### src/hw/rtl/assert_macros.svh
// assertion macros shared by the rtl
`ifndef ASSERT_MACROS_SVH
`define ASSERT_MACROS_SVH

`ifndef SYNTH

// property must hold at every clock edge outside reset
`define ASSERT_CLK(lbl, clk, rst_n, prop) \
    lbl: assert property (@(posedge clk) disable iff (!rst_n) prop) \
        else $error("assertion failed");

// expression must never be true outside reset
`define ASSERT_NEVER(lbl, clk, rst_n, expr) \
    lbl: assert property (@(posedge clk) disable iff (!rst_n) !(expr)) \
        else $error("forbidden condition seen");

`else

`define ASSERT_CLK(lbl, clk, rst_n, prop)
`define ASSERT_NEVER(lbl, clk, rst_n, expr)

`endif

`endif

### src/hw/rtl/u8d_pkg.sv
// types, constants and the sequence decode function of the utf-8 decoder
package u8d_pkg;

    localparam int BUF_BYTES = 4;

    localparam logic [20:0] REPLACEMENT = 21'h00FFFD;
    localparam logic [20:0] MAX_CP      = 21'h10FFFF;
    localparam logic [20:0] SURR_LO     = 21'h00D800;
    localparam logic [20:0] SURR_HI     = 21'h00DFFF;
    localparam logic [20:0] MIN_CP2     = 21'h000080;
    localparam logic [20:0] MIN_CP3     = 21'h000800;
    localparam logic [20:0] MIN_CP4     = 21'h010000;

    localparam logic [7:0] CONT_MASK  = 8'hC0;
    localparam logic [7:0] CONT_CODE  = 8'h80;
    localparam logic [7:0] LEAD2_MASK = 8'hE0;
    localparam logic [7:0] LEAD2_CODE = 8'hC0;
    localparam logic [7:0] LEAD3_MASK = 8'hF0;
    localparam logic [7:0] LEAD3_CODE = 8'hE0;
    localparam logic [7:0] LEAD4_MASK = 8'hF8;
    localparam logic [7:0] LEAD4_CODE = 8'hF0;

    typedef logic [BUF_BYTES-1:0][7:0] t_buf;

    // outcome of decoding at one byte position
    typedef struct packed {
        logic        hold;   // open sequence, needs more bytes
        logic        sub;
        logic [2:0]  len;
        logic [20:0] cp;
    } t_dec;

    // what the scanner hands back to the top level
    typedef struct packed {
        logic        busy;   // a result is ready at the head of the buffer
        logic        more;   // another result follows in this request
        logic        sub;
        logic [2:0]  len;
        logic [20:0] cp;
    } t_scan;

    function automatic logic is_cont(input logic [7:0] b);
        return (b & CONT_MASK) == CONT_CODE;
    endfunction

    // decode the sequence starting at the low byte of bytes, avail bytes present
    function automatic t_dec decode_seq(input logic [31:0] bytes,
                                        input logic [2:0]  avail,
                                        input logic        eot);
        logic [7:0]  b0;
        logic [7:0]  b1;
        logic [7:0]  b2;
        logic [7:0]  b3;
        logic [2:0]  len;
        logic        ascii;
        logic        bad;
        logic        short_seq;
        logic        out_of_range;
        logic [20:0] cp;
        t_dec        d;
        b0 = bytes[7:0];
        b1 = bytes[15:8];
        b2 = bytes[23:16];
        b3 = bytes[31:24];
        ascii = !b0[7];
        bad = 1'b0;
        len = 3'd1;
        if (ascii) begin
            len = 3'd1;
        end else if ((b0 & LEAD2_MASK) == LEAD2_CODE) begin
            len = 3'd2;
        end else if ((b0 & LEAD3_MASK) == LEAD3_CODE) begin
            len = 3'd3;
        end else if ((b0 & LEAD4_MASK) == LEAD4_CODE) begin
            len = 3'd4;
        end else begin
            bad = 1'b1;
        end
        // any non-continuation inside the available part settles the lead as bad
        if (len >= 3'd2 && avail >= 3'd2 && !is_cont(b1)) bad = 1'b1;
        if (len >= 3'd3 && avail >= 3'd3 && !is_cont(b2)) bad = 1'b1;
        if (len >= 3'd4 && avail >= 3'd4 && !is_cont(b3)) bad = 1'b1;
        short_seq = avail < len;
        case (len)
            3'd2:    cp = {10'd0, b0[4:0], b1[5:0]};
            3'd3:    cp = {5'd0, b0[3:0], b1[5:0], b2[5:0]};
            3'd4:    cp = {b0[2:0], b1[5:0], b2[5:0], b3[5:0]};
            default: cp = {13'd0, b0};
        endcase
        out_of_range = (len == 3'd2 && cp < MIN_CP2) ||
                       (len == 3'd3 && cp < MIN_CP3) ||
                       (len == 3'd4 && cp < MIN_CP4) ||
                       (cp >= SURR_LO && cp <= SURR_HI) ||
                       (cp > MAX_CP);
        d.hold = 1'b0;
        d.sub  = 1'b0;
        d.len  = len;
        d.cp   = cp;
        if (ascii) begin
            d.len = 3'd1;
        end else if (bad || (short_seq && eot) || (!short_seq && out_of_range)) begin
            d.sub = 1'b1;
            d.len = 3'd1;
            d.cp  = REPLACEMENT;
        end else if (short_seq) begin
            d.hold = 1'b1;
        end
        return d;
    endfunction

endpackage

### src/hw/rtl/u8d_scan.sv
// decodes the head of the byte buffer and looks ahead at the position after it
module u8d_scan (
    input  u8d_pkg::t_buf  i_buf,
    input  logic [2:0]     i_cnt,
    input  logic           i_eot,
    output u8d_pkg::t_scan o_scan
);

    u8d_pkg::t_dec dec [u8d_pkg::BUF_BYTES];

    // one decoder per start position
    always_comb begin
        for (int k = 0; k < u8d_pkg::BUF_BYTES; k++) begin
            dec[k] = u8d_pkg::decode_seq(32'(i_buf >> (8 * k)),
                                         (i_cnt > 3'(k)) ? i_cnt - 3'(k) : 3'd0,
                                         i_eot);
        end
    end

    always_comb begin
        o_scan.busy = (i_cnt != 3'd0) && !dec[0].hold;
        o_scan.sub  = dec[0].sub;
        o_scan.len  = dec[0].len;
        o_scan.cp   = dec[0].cp;
        o_scan.more = o_scan.busy && (i_cnt > dec[0].len) && !dec[dec[0].len[1:0]].hold;
    end

endmodule

### src/hw/rtl/utf8_decode_with_replacement_top.sv
// top level of the utf-8 decoder with replacement character
//
// Takes one byte per request and returns decoded code points, U+FFFD for each
// byte that breaks the encoding rules. A byte is taken every cycle while the
// output is not stalled and the byte yields at most one result; a byte that
// yields k results (held bytes being resolved by an error or by end of text)
// occupies the decode slot until its last result goes, as only the decoder at
// the buffer head releases results, one per cycle into the output register while it is free.
// A completing byte is registered in the four-byte buffer, then its result
// in the output register; held bytes give no result until the sequence resolves.
module utf8_decode_with_replacement_top (
    input  logic        i_clk,
    input  logic        i_rst_n,
    input  logic        i_in_valid,
    output logic        o_in_ready,
    input  logic [7:0]  i_byte_in,
    input  logic        i_end_of_text,
    output logic        o_out_valid,
    input  logic        i_out_ready,
    output logic [20:0] o_code_point,
    output logic        o_is_substituted,
    output logic [2:0]  o_source_bytes,
    output logic        o_run_last,
    output logic        o_text_last
);

    u8d_pkg::t_buf  r_buf, n_buf;
    logic [2:0]     r_cnt, n_cnt;
    logic           r_eot, n_eot;
    u8d_pkg::t_scan scan;

    logic           out_free;
    logic           emit;
    logic           accept;
    logic [2:0]     base;

    u8d_scan u_scan (
        .i_buf  (r_buf),
        .i_cnt  (r_cnt),
        .i_eot  (r_eot),
        .o_scan (scan)
    );

    assign out_free   = !o_out_valid || i_out_ready;
    assign emit       = scan.busy && out_free;
    assign o_in_ready = !scan.busy || (out_free && !scan.more);
    assign accept     = i_in_valid && o_in_ready;

    always_comb begin
        n_buf = r_buf;
        n_cnt = r_cnt;
        n_eot = r_eot;
        base  = r_cnt;
        if (emit) begin
            n_buf = u8d_pkg::t_buf'(r_buf >> {scan.len, 3'b000});
            base  = r_cnt - scan.len;
            n_cnt = base;
        end
        // new byte goes behind whatever is still held
        if (accept) begin
            n_buf[base[1:0]] = i_byte_in;
            n_cnt = base + 3'd1;
            n_eot = i_end_of_text;
        end
    end

    always_ff @(posedge i_clk) begin
        if (!i_rst_n) begin
            r_buf <= '0;
            r_cnt <= 3'd0;
            r_eot <= 1'b0;
        end else begin
            r_buf <= n_buf;
            r_cnt <= n_cnt;
            r_eot <= n_eot;
        end
    end

    always_ff @(posedge i_clk) begin
        if (!i_rst_n) begin
            o_out_valid <= 1'b0;
        end else if (emit) begin
            o_out_valid <= 1'b1;
        end else if (i_out_ready) begin
            o_out_valid <= 1'b0;
        end
    end

    always_ff @(posedge i_clk) begin
        if (emit) begin
            o_code_point     <= scan.cp;
            o_is_substituted <= scan.sub;
            o_source_bytes   <= scan.len;
            o_run_last       <= !scan.more;
            o_text_last      <= !scan.more && r_eot;
        end
    end

    `include "assert_macros.svh"

    `ASSERT_NEVER(a_cnt_range, i_clk, i_rst_n, r_cnt > 3'd4)
    `ASSERT_CLK(a_accept_has_room, i_clk, i_rst_n, accept |-> base <= 3'd3)
    `ASSERT_CLK(a_eot_resolves, i_clk, i_rst_n, (accept && i_end_of_text) |=> scan.busy)
    `ASSERT_CLK(a_sub_form, i_clk, i_rst_n,
        (o_out_valid && o_is_substituted) |->
        (o_source_bytes == 3'd1 && o_code_point == u8d_pkg::REPLACEMENT))
    `ASSERT_CLK(a_scalar_range, i_clk, i_rst_n,
        (o_out_valid && !o_is_substituted) |->
        (o_code_point <= u8d_pkg::MAX_CP &&
         (o_code_point < u8d_pkg::SURR_LO || o_code_point > u8d_pkg::SURR_HI)))
    `ASSERT_CLK(a_text_last_ends_run, i_clk, i_rst_n,
        (o_out_valid && o_text_last) |-> o_run_last)

endmodule
### config.mk
export PLATFORM = sky130hd
export DESIGN_NAME = utf8_decode_with_replacement_top
export DESIGN_NICKNAME = d
export VERILOG_FILES = /design/src/hw/rtl/u8d_pkg.sv /design/src/hw/rtl/u8d_scan.sv /design/src/hw/rtl/utf8_decode_with_replacement_top.sv
export VERILOG_INCLUDE_DIRS = /design/src /design/src/hw/rtl
export SDC_FILE = /design/constraint.sdc
export NUM_CORES = 1
export LEC_CHECK = 0
export ABC_AREA = 1
export BUFFER_PORTS_ARGS = -buffer_cell sky130_fd_sc_hd__buf_2
export CAP_MARGIN = 20
export CORE_ASPECT_RATIO = 0.75
export CORE_MARGIN = 5
export CORE_UTILIZATION = 40
export CTS_CLUSTER_DIAMETER = 50
export CTS_CLUSTER_SIZE = 12
export DETAILED_ROUTE_END_ITERATION = 6
export PLACE_DENSITY = 0.63
export SETUP_SLACK_MARGIN = 0.2
export SYNTH_ARGS = -nofsm -noshare
export SYNTH_HDL_FRONTEND = slang
export SYNTH_HIERARCHICAL = 1
export SYNTH_SLANG_ARGS = --single-unit
### constraint.sdc
create_clock -name i_clk -period 3.8 [get_ports i_clk]
set_input_delay 0.38 -clock i_clk [delete_from_list [all_inputs] [get_ports i_clk]]
set_output_delay 0.38 -clock i_clk [all_outputs]
set_load 0.03 [all_outputs]
# Yosys cells after proc, flatten, opt, wreduce, memory -nomap -nowiden
# Index checks and enable logic that the tools add are counted.
[word_totals]
latch_bits = 0
memories = 0
romBits = 0
ram_bits = 0
wordCells = 284
inputBits = 13
reg_bits = 64
output_inout_bits = 29
[op_classes]
bitwise = 1
muxes = 88
n_eq_ne = 27
reduce_logical = 90
div = 0
n_addsub = 5
shifts = 1
n_lt_le_gt_ge = 60
multipliers = 0
[op_table]
columns = ["op", "n"]
rows = [
  ["21-bit one-hot mux with 3 select lines", 4],
  ["25-bit two-way mux", 4],
  ["21-bit by 16-bit >= comparator with 1-bit output (second input constant)", 4],
  ["21-bit > comparator (second input constant)", 4],
  ["21-bit by 16-bit <= comparator with 1-bit output (second input constant)", 4],
  ["21-bit by 12-bit less-than comparator with 1-bit output (second input constant)", 4],
  ["21-bit by 17-bit less-than comparator with 1-bit output (second input constant)", 4],
  ["21-bit by 8-bit less-than comparator with 1-bit output (second input constant)", 4],
  ["21-bit two-way mux", 4],
  ["3-bit two-way mux", 26],
  ["32-bit two-way mux", 2],
  ["26-bit binary-select mux with 2-bit select", 1],
  ["26-bit two-way mux", 2],
  ["1-bit logical AND", 50],
  ["3-bit by 2-bit >= comparator with 1-bit output (second input constant)", 16],
  ["1-bit two-way mux", 38],
  ["32-bit bitwise mux", 1],
  ["32-bit by 6-bit right shift with 32-bit output", 1],
  ["3-bit >= comparator (second input constant)", 9],
  ["1-bit logical OR", 26],
  ["3-bit by 2-bit equality test with 1-bit output (second input constant)", 8],
  ["3-bit equality test (second input constant)", 8],
  ["5-bit equality test (second input constant)", 4],
  ["8-bit demux with 2-bit select", 1],
  ["other kinds (18)", 43],
]

# Logic depth before layout (Yosys ltp)
# Gate-level depths: netlist of the first run.
[logic_depth]
depth_word = 28
mapped_depth = 30
ltp_nobuf = 30

# Modules after synthesis
# The synthesis of the first run kept the hierarchy.
[modules_own_cells]
columns = ["mod", "n_inst", "area_per_inst_um2", "seq_area_each_um2", "cells_each"]
rows = [
  ["utf8_decode_with_replacement_top", 1, 3575.9, 1551.5, 506],
  ["u8d_scan", 1, 1502.7, 0.0, 277],
]

# Worst setup path before layout of the first run
# OpenSTA, ideal clock, no wires.
[synth_path]
path_kind = "flip-flop to flip-flop"
from = "register r_buf[7] (netlist bit)"
to = "register r_buf[24] (netlist bit)"
t_required_ns = 3.690
setup_time_ns = 0.110
arrival_time_ns = 3.576
path_stages_with_launch = 27
n_path_buf = 1
path_slack_ns = 0.114
synth_period_minus_slack_ns = 3.686
cell_sequence = "dfxtp_1 nand2_4 nor2_8 nand2_4 buf_6 ha_1 a21oi_1 nand2_1 nand2_4 nand2_4 nor2_1 inv_1 ha_1 nand2_1 nor2_1 a211oi_1 nor3_1 nand2_1 nor2_1 inv_1 nand2_1 nand2_1 nand2_1 nor2_4 nand3_1 nand2_1 nor2_1"
[synth_rtl]
columns = ["element", "line_no", "source"]
rows = [
  ["from (decl)", "utf8_decode_with_replacement_top.sv:27", "u8d_pkg::t_buf r_buf, n_buf;"],
  ["from (signal assigned)", "utf8_decode_with_replacement_top.sv:73", "r_buf <= n_buf;"],
]

==> metrics.txt, run 1 <==
result of the run=complete, no violations; Detailed Routing Iterations Pass 1=6; WL/cell=15.8 um; setup repair after global routing missed its margin=true; number of global-route vias before repair=4,744; combined area of all synthesized cells=roughly 5100 um^2; Worst R2R Setup Slack=around 210 ps; number of pins exceeding their max-slew limit in the final report=0; leading cell type in the layout, fill and taps excluded=nand2_1; Async S/R FF share, synth=0; Tightest Pin Transition=713 ps; I/O pin total=42; number of setup violations in the final report=0; share of final-layout standard cells stronger than drive strength 1=0.236; synthesis warning total=6; overflow left after global routing=0; height of the die=108 um; kind of launch point of the worst setup path=flop; fraction of post-synthesis cell area in the top cell type by area=0.160; Site Rows=35; Peak VDD IR=between 0.0003 and 0.0004 V; placed cell areas=roughly 5600 um^2; cell with the biggest individual delay on the critical path=dfxtp_2; worst flop-to-flop path endpoint=r_buf[6]$_SDFF_PN0_; arrival time of data at the critical path endpoint=3860 ps; switching power as a share of total power=0.501; number of buffers inserted by port buffering=41; overall track demand over capacity in global routing=0.209; Hold Crit Endpoint=r_buf[18]$_SDFF_PN0_; Total Die Area=15,100 um^2; average instance area after synthesis=6.49 um^2; worst min-delay path class=input port to flop; wire length of the first global-routing pass=approximately 25 mm; Seq pwr share=0.240; width of the die=140 um; net count after synthesis=816; max-slew headroom at the worst pin=0.525; post-route fraction of the period consumed by the critical path=0.945; Final min period=3590 ps; fill cell total of the finished layout=between 1,000 and 1,500; Logic pwr share=0.597; commonest cells after routing, fill and taps aside=203 x nand2_1, 116 x nor2_1, 93 x inv_1; Critical R2R Launch=r_buf[6]$_SDFF_PN0_; sequential share of the synthesized area=0.305; final routed wirelength across all metal layers=16.3 mm; worst min-delay path startpoint=i_byte_in[2]; main area contributors after synthesis=edfxtp_1 16%, nand2_1 16%, dfxtp_1 15%, nor2_1 9.4%, nand3_1 7.9%; area of all placed cells without fillers=approximately 6500 um^2; part of the total power dissipated in the clock network=0.163; CP Max Fanout=8; kind of critical path=flop to flop; clock tree from TritonCTS=yes; Max Buffers Root-to-Sink=2; clock root cell=clkbuf_16; final-stage net count=around 900; routability congestion estimate=~0.93; flip-flop and latch count after synthesis=64; depth of the most critical reg-to-reg path=30; CTS H-tree depth=3; cell type with the highest occurrence count on the critical path=nand2_4; clock tree sinks=64; Worst Skew=9.57 ps; drt drc=0; Reg area=1570 um^2; remaining antenna violation count after routing=0; TritonCTS Buffers=9; Initial Util=0.411; number of instances on the worst hold path=3; HPWL after DPL=roughly 11 mm; Post-Syn Instances=783; clock network latency to the later pin of the worst-skew pair=340 ps; endpoint type of the worst setup path=flop; initial antenna violation count=0; prevailing post-synth register cell=dfxtp_1; max capacitance violation total=0; footprint of the multi-input gates=3240 um^2; most area-hungry cell type in the Yosys netlist=edfxtp_1; CTS clock-pin slew for the worst setup and hold paths=60 ps; delay contributed by the slowest stage of the critical path=350 ps; antenna cell count=0; DR vias=around 5,400; internal cell power=slightly below 0.003 W; sum of negative setup slack=0 ps; number of enable-type register cells in the synthesized netlist=27; Pwr Density=916 nW/um^2; Core Box Area=12,300 um^2; Fmax=0.279 GHz; Yosys cell types=a little under 50; required time of the critical path=4070 ps; Starting DRT DRC Count=approximately 720; area growth from synthesis to layout=27.9%; leakage component of the power=3.03 nW; Fin. Hold Viols=0; maximum number of pins on one net before global-route repair=45; # hold bufs at CTS=0; Via-to-Cell Ratio=5.21; net switching power figure=between 0.002 and 0.003 W
[per-stage QoR]
step	power, W	std cells	utilization	worst slack [ps]	hold WS (ps)
after global routing	0.00636	1033	0.526	-2.31	301
after detailed placement	0.00449	997	0.456	-17.8	574
after floorplan	0.00358	783	-	185	480
final	0.00595	1033	0.526	211	280
after global placement	0.00447	997	0.456	37.0	581
after CTS	0.00561	1024	0.499	200	281
[final cells by class]
| cell class | count | area share |
|---|---|---|
| multi-input combinational | 582 | 0.500 |
| sequential | 64 | 0.241 |
| timing repair buffer | 100 | 0.113 |
| inverter | 105 | 0.0616 |
| clock buffer | 9 | 0.0347 |
| tap | 166 | 0.0320 |
| clock inverter | 7 | 0.0183 |
[what timing repair did]
item                       in CTS  in global routing
buffers inserted               11                  7
resized for setup              28                 55
setup endpoints to repair      37                 36
pin swaps                       9                 29
cloned                          0                  2
[kinds of logic (layout without fill, tap and decap cells)]
group,after synthesis,count (layout),synth area share
and+or+nand+nor,495,496,0.442
buffers and inverters,138,221,0.118
AOI/OAI and AO/OA,66,66,0.0838
DFF,64,64,0.305
adders and majority gates,20,20,0.0508
[layer usage]
layer / wire [um] / global-route usage / vias to the layer above
met5: 0 / 0 / -
met4: 268 / 0.0512 / 0
met3: 1410 / 0.0409 / 24
met2: 6810 / 0.301 / 233
met1: 7820 / 0.317 / 2436
li1: - / - / 2688
[worst max path at each step]
stage	from	to	slack, ps	cells after the start
6_report	r_buf[6]$_SDFF_PN0_	r_buf[6]$_SDFF_PN0_	210	30
2_1_floorplan	r_buf[7]$_SDFF_PN0_	r_buf[0]$_SDFF_PN0_	180	26
3_3_place_gp	r_buf[5]$_SDFF_PN0_	r_buf[5]$_SDFF_PN0_	40	28
5_1_grt	r_buf[6]$_SDFF_PN0_	r_cnt[2]$_SDFF_PN0_	-2	31
3_5_place_dp	r_buf[5]$_SDFF_PN0_	r_buf[6]$_SDFF_PN0_	-20	28
4_1_cts	r_buf[5]$_SDFF_PN0_	o_in_ready	200	25
[state kept, by name (all words and copies together) (netlist names)]
| name | flops |
|---|---|
| o_run_last | 1 |
| o_code_point | 21 |
| r_eot | 1 |
| o_source_bytes | 3 |
| o_is_substituted | 1 |
| r_cnt | 3 |
| o_out_valid | 1 |
| r_buf | 32 |
| o_text_last | 1 |
[cell usage after synthesis (7+ instances only)]
| cell type | n |
|---|---|
| inv_2 | 7 |
| nand3_1 | 80 |
| buf_2 | 15 |
| and2_1 | 8 |
| nand2_4 | 8 |
| nand2_1 | 212 |
| edfxtp_1 | 27 |
| dfxtp_1 | 37 |
| o21a_1 | 8 |
| nand4_1 | 34 |
| ha_1 | 19 |
| o21ai_0 | 17 |
| inv_1 | 96 |
| nor2_1 | 127 |
| a21oi_1 | 16 |
[power by group through the flow]
stage | Sequential (W) | Clock [W] | Combinational [W]
final | 0.00143 | 0.000971 | 0.00355
after floorplan | 0.00164 | 0 | 0.00194
after detailed placement | 0.00139 | 0 | 0.00309
after CTS | 0.00139 | 0.000979 | 0.00324
after global placement | 0.00139 | 0 | 0.00308
after global routing | 0.00145 | 0.00101 | 0.00390
[critical path, delay by kind of cell (launching register included)]
kind,cells,cell delay [ps]
AO/OA/AOI/OAI,2,420
adder cells (fa/ha/maj),1,220
buffers and inverters,5,550
flip-flops,1,350
AND/OR/NAND/NOR,22,1970
(Power assumes the default switching activity.)
==> inputs of run 2 (changes only) <==
Settings changed: ABC_AREA 1 to 0, CORE_UTILIZATION 40 to 54, PLACE_DENSITY 0.63 to 0.81, SLEW_MARGIN from default to 25.
==> run 2 against run 1 <==
The flow now finishes with violations (negative setup slack). Via count shrank 18%. Sequential power shrank 9%. Synthesized area shrank 14%. Final cell count shrank 33%. Synthesized cell count shrank 38%. Power shrank 11%. Register-to-register slack lost 670 ps.
==> metrics.txt, run 2 <==
CTS clock-pin slew for the worst setup and hold paths=70 ps (about the same); Met2 Wirelength=5.91 mm (-13%); CP Max Fanout=6 (-2); cells along the critical path=and2_4 -> nand2_4 -> nor2_4 -> inv_1 -> ha_2 -> a211o_1 -> o21a_2 -> o22ai_4 -> and3_4 -> inv_4 -> ha_4 -> nor2b_4 -> o21a_1 -> o21ai_1 -> a311o_1 -> a311oi_2 -> buf_4 -> and2b_1 -> and4_4 -> o2bb2a_4 -> a221o_1 -> and3_1; final routed wirelength across all metal layers=13.5 mm (-17%); Fmax=0.235 GHz (-16%); Worst R2R Setup Slack=-460 ps (-670 ps); WP buf/inv=3 (-2); met3 wirelength from detailed routing=1.70 mm (+21%); sequential share of the synthesized area=0.355 (+0.0499); result of the run=finished, violations left; # hold bufs at CTS=0 (unchanged); Max Buffers Root-to-Sink=2 (unchanged); Detailed Routing Iterations Pass 1=5 (-1); drt drc=0 (unchanged); clock root cell=clkbuf_8; delay contributed by the slowest stage of the critical path=390 ps (+40 ps); Peak VDD IR=0.000559 V (+49%); crit-path leading delay family=compound AO/OA/AOI/OAI gates; leakage component of the power=2.28 nW (-25%); max-slew headroom at the worst pin=0.556 (+0.0312); Total Die Area=10,000 um^2 (-34%); number of enable-type register cells in the synthesized netlist=27 (unchanged); maximum number of pins on one net before global-route repair=32 (-29%); clock tree sinks=64 (unchanged); Starting DRT DRC Count=485 (-33%); routability congestion estimate=0.958 (+2.4%); Yosys cell types=72 (+47%); Final min period=4260 ps (+672 ps); Pwr Density=935 nW/um^2 (+2.1%); Post-Syn Instances=482 (-38%); number of flip-flops under the largest register name=32 (unchanged); number of setup violations in the final report=36 (+36); Async S/R FF share, synth=0 (unchanged); Worst Skew=9.70 ps (+0.125 ps); overall track demand over capacity in global routing=0.266 (+0.0574); combined area of all synthesized cells=4370 um^2 (-14%); Initial Util=0.554 (+0.143); remaining antenna violation count after routing=0 (unchanged); initial antenna violation count=0 (unchanged); net count after synthesis=515 (-37%); Fin. Hold Viols=0 (unchanged); width of the die=114 um (-19%); height of the die=87.9 um (-18%); fraction of post-synthesis cell area in the top cell type by area=0.186 (+0.0261); average instance area after synthesis=9.06 um^2 (+40%); endpoint type of the worst setup path=flop; largest registers ranked by flip-flop count=r_buf: 32 flops, o_code_point: 21 flops; worst min-delay path class=input port to flop; number of buffers inserted by port buffering=41 (unchanged); count leader, synth=o21ai_0; post-layout worst setup margin=-462 ps (-672 ps); flip-flop and latch count after synthesis=64 (unchanged); WL/cell=19.4 um (+23%); Post-synth top cells=42 x o21ai_0, 40 x nand2_1, 37 x dfxtp_1, 30 x a21oi_1, 27 x edfxtp_1; top layer in use=met4; main area contributors after synthesis=edfxtp_1 19%, dfxtp_1 17%, ha_1 5.4%, o21ai_0 4.8%, a21oi_1 3.4%; TritonCTS Buffers=9 (unchanged); synthesis warning total=6 (unchanged); Core Box Area=7880 um^2 (-36%); WL met1=5.65 mm (-28%); HPWL after DPL=9.26 mm (-18%); register containing the most flip-flops in the final layout=r_buf; wire length of the first global-routing pass=20.7 mm (-18%); Via-to-Cell Ratio=6.35 (+22%); number of global-route vias before repair=3,988 (-16%); sum of negative setup slack=-12,400 ps (-12,400 ps); placed cell areas=5140 um^2 (-8.7%); Tightest Pin Transition=666 ps (-46.8 ps); post-route fraction of the period consumed by the critical path=1.12 (+0.177); kind of critical path=flop to flop; DR vias=4,418 (-18%); leading cell type in the layout, fill and taps excluded=buf_4; area of all placed cells without fillers=5670 um^2 (-13%); final-stage net count=619 (-31%); I/O pin total=42 (unchanged); most area-hungry cell type in the Yosys netlist=edfxtp_1; failing checks=negative setup slack; clock network latency to the later pin of the worst-skew pair=350 ps (about the same); arrival time of data at the critical path endpoint=4500 ps (+640 ps); overflow left after global routing=0 (unchanged); CTS H-tree depth=3 (unchanged); area growth from synthesis to layout=30.0%; antenna cell count=0 (unchanged); Site Rows=28 (-20%); number of pins exceeding their max-slew limit in the final report=0 (unchanged); commonest cells after routing, fill and taps aside=73 x buf_4, 40 x buf_2, 37 x nand2_1; required time of the critical path=4040 ps (-30 ps); cell with the biggest individual delay on the critical path=dfxtp_4; prevailing post-synth register cell=dfxtp_1; max capacitance violation total=0 (unchanged); kind of launch point of the worst setup path=flop; clock tree from TritonCTS=yes; setup repair after global routing missed its margin=true; share of final-layout standard cells stronger than drive strength 1=0.367 (+0.131)
run 2: through the flow:
step | hold WS [ps] | cells | setup WS [ps] | utilization | power, W
detailed placement | 584 | 658 | -482 | 0.653 | 0.00428
global route | 325 | 696 | -570 | 0.720 | 0.00559
floorplan | 496 | 482 | -591 | - | 0.00335
CTS | 295 | 687 | -387 | 0.699 | 0.00504
global placement | 564 | 658 | -347 | 0.653 | 0.00419
finish | 313 | 696 | -462 | 0.720 | 0.00530
run 2: final cells by class:
cell class,instances,area [um^2]
clock buffer,10,128
clock inverter,6,60.1
timing repair buffer,124,890
sequential,64,1570
multi-input combinational,363,2800
tap,105,131
fill,591,2210
inverter,24,100
run 2: kinds of logic (layout without fill, tap and decap cells):
family / count (synthesis) / in the layout / share of synthesized area
and+or+nand+nor: 150 / 150 / 0.189
muxes: 9 / 9 / 0.0206
adders and majority gates: 20 / 20 / 0.0590
buffers and inverters: 56 / 164 / 0.0636
AOI/OAI and AO/OA: 179 / 180 / 0.304
xor gates and xnor gates: 4 / 4 / 0.00803
DFF: 64 / 64 / 0.355
run 2: routing by layer:
layer  track usage  up-vias
met5             0        -
met4        0.0960        0
met3        0.0732       35
met2         0.402      278
met1         0.368     2082
li1              -     2023
run 2: worst paths after layout:
path,startpoint,to,cells after the start
setup reg to reg,r_buf[6]$_SDFF_PN0_,r_buf[21]$_SDFF_PN0_,22
setup / recovery,r_buf[6]$_SDFF_PN0_,r_buf[21]$_SDFF_PN0_,22
hold reg to reg,o_out_valid$_SDFFE_PN0P_,o_out_valid$_SDFFE_PN0P_,2
hold / removal,i_end_of_text,r_eot$_SDFFE_PN0P_,3
run 2: where the power goes:
group | leakage, nW | switching, W | internal [W]
Clock | 0.0937 | 0.000272 | 0.000300
Combinational | 1.61 | 0.00199 | 0.00144
Sequential | 0.574 | 0.000208 | 0.00109
run 2: worst reg2reg max path, cell delays in order, from the launching register on:
cell and delay [ps]:
dfxtp_4 390, and2_4 170, nand2_4 50, nor2_4 90, inv_1 60, ha_2 180
a211o_1 250, o21a_2 240, o22ai_4 180, and3_4 230, inv_4 40, ha_4 250
nor2b_4 120, o21a_1 120, o21ai_1 50, a311o_1 290, a311oi_2 230, buf_4 170
and2b_1 200, and4_4 170, o2bb2a_4 250, a221o_1 280, and3_1 170
run 2: repair_timing:
item / 4_1_cts / 5_1_grt
resized for setup: 38 / 25
setup buffers: 12 / 9
gates cloned: 1 / 0
pin swaps: 20 / 10
endpoints found under the setup margin: 37 / 37
==> inputs of run 3 (changes only) <==
Settings changed: RECOVER_POWER from default to 25.
==> run 3 against run 2 <==
The run still ends with negative setup slack left. Global-route usage unchanged. Maximum frequency increased by 0.14%. Cell area decreased by 0.46%. Critical path type unchanged. Largest cell class unchanged. Highest routed layer unchanged.
==> metrics.txt, run 3 (same netlist as run 2, synthesis figures left out) <==
clock root cell=clkbuf_8; clock tree sinks=64 (unchanged); arrival time of data at the critical path endpoint=4500 ps (about the same); Via-to-Cell Ratio=6.41 (+1.0%); number of buffers inserted by port buffering=41 (unchanged); net switching power figure=0.00248 W (+0.29%); I/O pin total=42 (unchanged); final-stage net count=619 (unchanged); sum of negative setup slack=-12,410 ps (-14.9 ps); result of the run=finished, violations left; met2 routing resource usage after global routing=0.402 (unchanged); kind of launch point of the worst setup path=flop; leakage component of the power=2.21 nW (-2.8%); Initial Util=0.554 (unchanged); Inst Count DP=658 (unchanged); Detailed Routing Iterations Pass 1=7 (+2); fill cell total of the finished layout=608 (+2.9%); met3 track demand over resource=0.0732 (unchanged); remaining antenna violation count after routing=0 (unchanged); overall track demand over capacity in global routing=0.266 (unchanged); number of setup violations in the final report=36 (unchanged); cell with the biggest individual delay on the critical path=dfxtp_4; CTS H-tree depth=3 (unchanged); Pwr Density=935 nW/um^2 (about the same); DR vias=4,462 (+1.0%); post-route fraction of the period consumed by the critical path=1.12 (-0.00159); TritonCTS Buffers=9 (unchanged); number of global-route vias before repair=3,988 (unchanged); share of final-layout standard cells stronger than drive strength 1=0.332 (-0.0355); clock tree from TritonCTS=yes; final routed wirelength across all metal layers=13.6 mm (+0.44%); Peak VDD IR=0.000561 V (+0.34%); Max Buffers Root-to-Sink=2 (unchanged); Site Rows=28 (unchanged); worst min-delay path class=input port to flop; kind of critical path=flop to flop; leading cell type in the layout, fill and taps excluded=buf_4; post-layout worst setup margin=-456 ps (+6.05 ps); commonest cells after routing, fill and taps aside=73 x buf_4, 37 x nand2_1, 33 x dfxtp_1; required time of the critical path=4050 ps (about the same); height of the die=87.9 um (unchanged); Core Box Area=7880 um^2 (unchanged); antenna cell count=0 (unchanged); part of the total power dissipated in the clock network=0.109 (about the same); max capacitance violation total=0 (unchanged); endpoint type of the worst setup path=flop; max-slew headroom at the worst pin=0.538 (-0.0182); Tightest Pin Transition=692 ps (+25.8 ps); number of flip-flops under the largest register name=32 (unchanged); setup repair after global routing missed its margin=true; delay contributed by the slowest stage of the critical path=390 ps (about the same); largest registers ranked by flip-flop count=r_buf: 32 flops, o_code_point: 21 flops; WL/cell=19.5 um (+0.44%); overflow left after global routing=0 (unchanged); Fmax=0.235 GHz (+0.14%); placed cell areas=5140 um^2 (unchanged); post-route non-filler standard cell count=696 (unchanged); Starting DRT DRC Count=460 (-5.2%); Final min period=4260 ps (-6.05 ps); Most Crowded Layer GR=met2; HPWL after DPL=9.26 mm (unchanged); CP Max Fanout=6 (unchanged); width of the die=114 um (unchanged); wire length of the first global-routing pass=20.7 mm (unchanged); drt drc=0 (unchanged); maximum number of pins on one net before global-route repair=32 (unchanged); cells along the critical path=and2_4 -> nand2_4 -> nor2_4 -> inv_1 -> ha_2 -> a211o_1 -> o21a_2 -> o22ai_4 -> and3_4 -> inv_4 -> ha_4 -> nor2b_4 -> o21a_1 -> o21ai_1 -> a311o_1 -> a311oi_2 -> buf_4 -> and2b_1 -> and4_4 -> o2bb2a_4 -> a221o_1 -> and3_1; area growth from synthesis to layout=29.3%; Fin. Hold Viols=0 (unchanged); register containing the most flip-flops in the final layout=r_buf; number of pins exceeding their max-slew limit in the final report=0 (unchanged); Logic pwr share=0.644 (-0.003); area of all placed cells without fillers=5650 um^2 (-0.46%); internal cell power=0.00280 W (-1.0%); CTS clock-pin slew for the worst setup and hold paths=70 ps (about the same); Total Die Area=10,000 um^2 (unchanged); switching power as a share of total power=0.469 (+0.00333); Worst Skew=9.62 ps (-0.0756 ps); GR met1 Demand/Resource=0.368 (unchanged); Seq pwr share=0.247 (about the same); routability congestion estimate=0.958 (unchanged); initial antenna violation count=0 (unchanged); failing checks=negative setup slack; clock network latency to the later pin of the worst-skew pair=350 ps (about the same)
## run 3: cell count changes in the layout (fill, tap and decap cells not counted)
cell,previous run,this run
clkbuf_1,1,22
buf_2,40,19
## run 3: worst paths after layout
kind / from / to / slack (ps) / cells past startpoint
worst max-delay path: r_buf[6]$_SDFF_PN0_ / r_buf[21]$_SDFF_PN0_ / -460 / 22
worst max register to register: r_buf[6]$_SDFF_PN0_ / r_buf[21]$_SDFF_PN0_ / -460 / 22
worst min register to register: o_out_valid$_SDFFE_PN0P_ / o_out_valid$_SDFFE_PN0P_ / 590 / 2
worst min-delay path: i_end_of_text / r_eot$_SDFFE_PN0P_ / 310 / 3
## run 3: timing repair
action,4_1_cts,5_1_grt
resized for setup,38,25
hold buffers,0,0
cloned,1,0
buffers inserted,12,9
pin swaps,20,10
endpoints found under the setup margin,37,37
## run 3: layout make-up
| type | count | area [um^2] | area share |
|---|---|---|---|
| inverters | 24 | 100 | 0.0177 |
| multi-input cells | 363 | 2800 | 0.495 |
| repair buffers | 124 | 863 | 0.153 |
| clock inverters | 6 | 60.1 | 0.0106 |
| clock buffers | 10 | 128 | 0.0226 |
| flip-flops and latches | 64 | 1570 | 0.277 |
| well taps | 105 | 131 | 0.0233 |
## run 3: layer usage
layer,share of wire,vias up
li1,-,2021
met1,0.43,2123
met2,0.43,279
met3,0.12,39
met4,0.023,0
met5,0,-
## run 3: critical path: cells and delay by family, from the launching register on
family / cells / cell delay (ps)
AOI/OAI and AO/OA: 9 / 1890
buffers and inverters: 3 / 250
and+or+nand+nor: 8 / 1190
adders and majority gates: 2 / 430
DFF: 1 / 390
## run 3: per-stage QoR
stage                     setup slack [ps]  total power [W]  utilization  hold slack [ps]
final                                 -456          0.00528        0.716              310
after global placement                -347          0.00419        0.653              564
after floorplan                       -591          0.00335            -              496
after global routing                  -570          0.00556        0.716              325
after detailed placement              -482          0.00428        0.653              584
after CTS                             -387          0.00504        0.699              295
## run 3: power groups by stage
stage	clock [W]	combinational [W]	sequential (W)
5_1_grt	0.000613	0.00362	0.00133
4_1_cts	0.000579	0.00318	0.00129
3_5_place_dp	0	0.00299	0.00130
3_3_place_gp	0	0.00290	0.00129
6_report	0.000574	0.00340	0.00131
2_1_floorplan	0	0.00172	0.00162
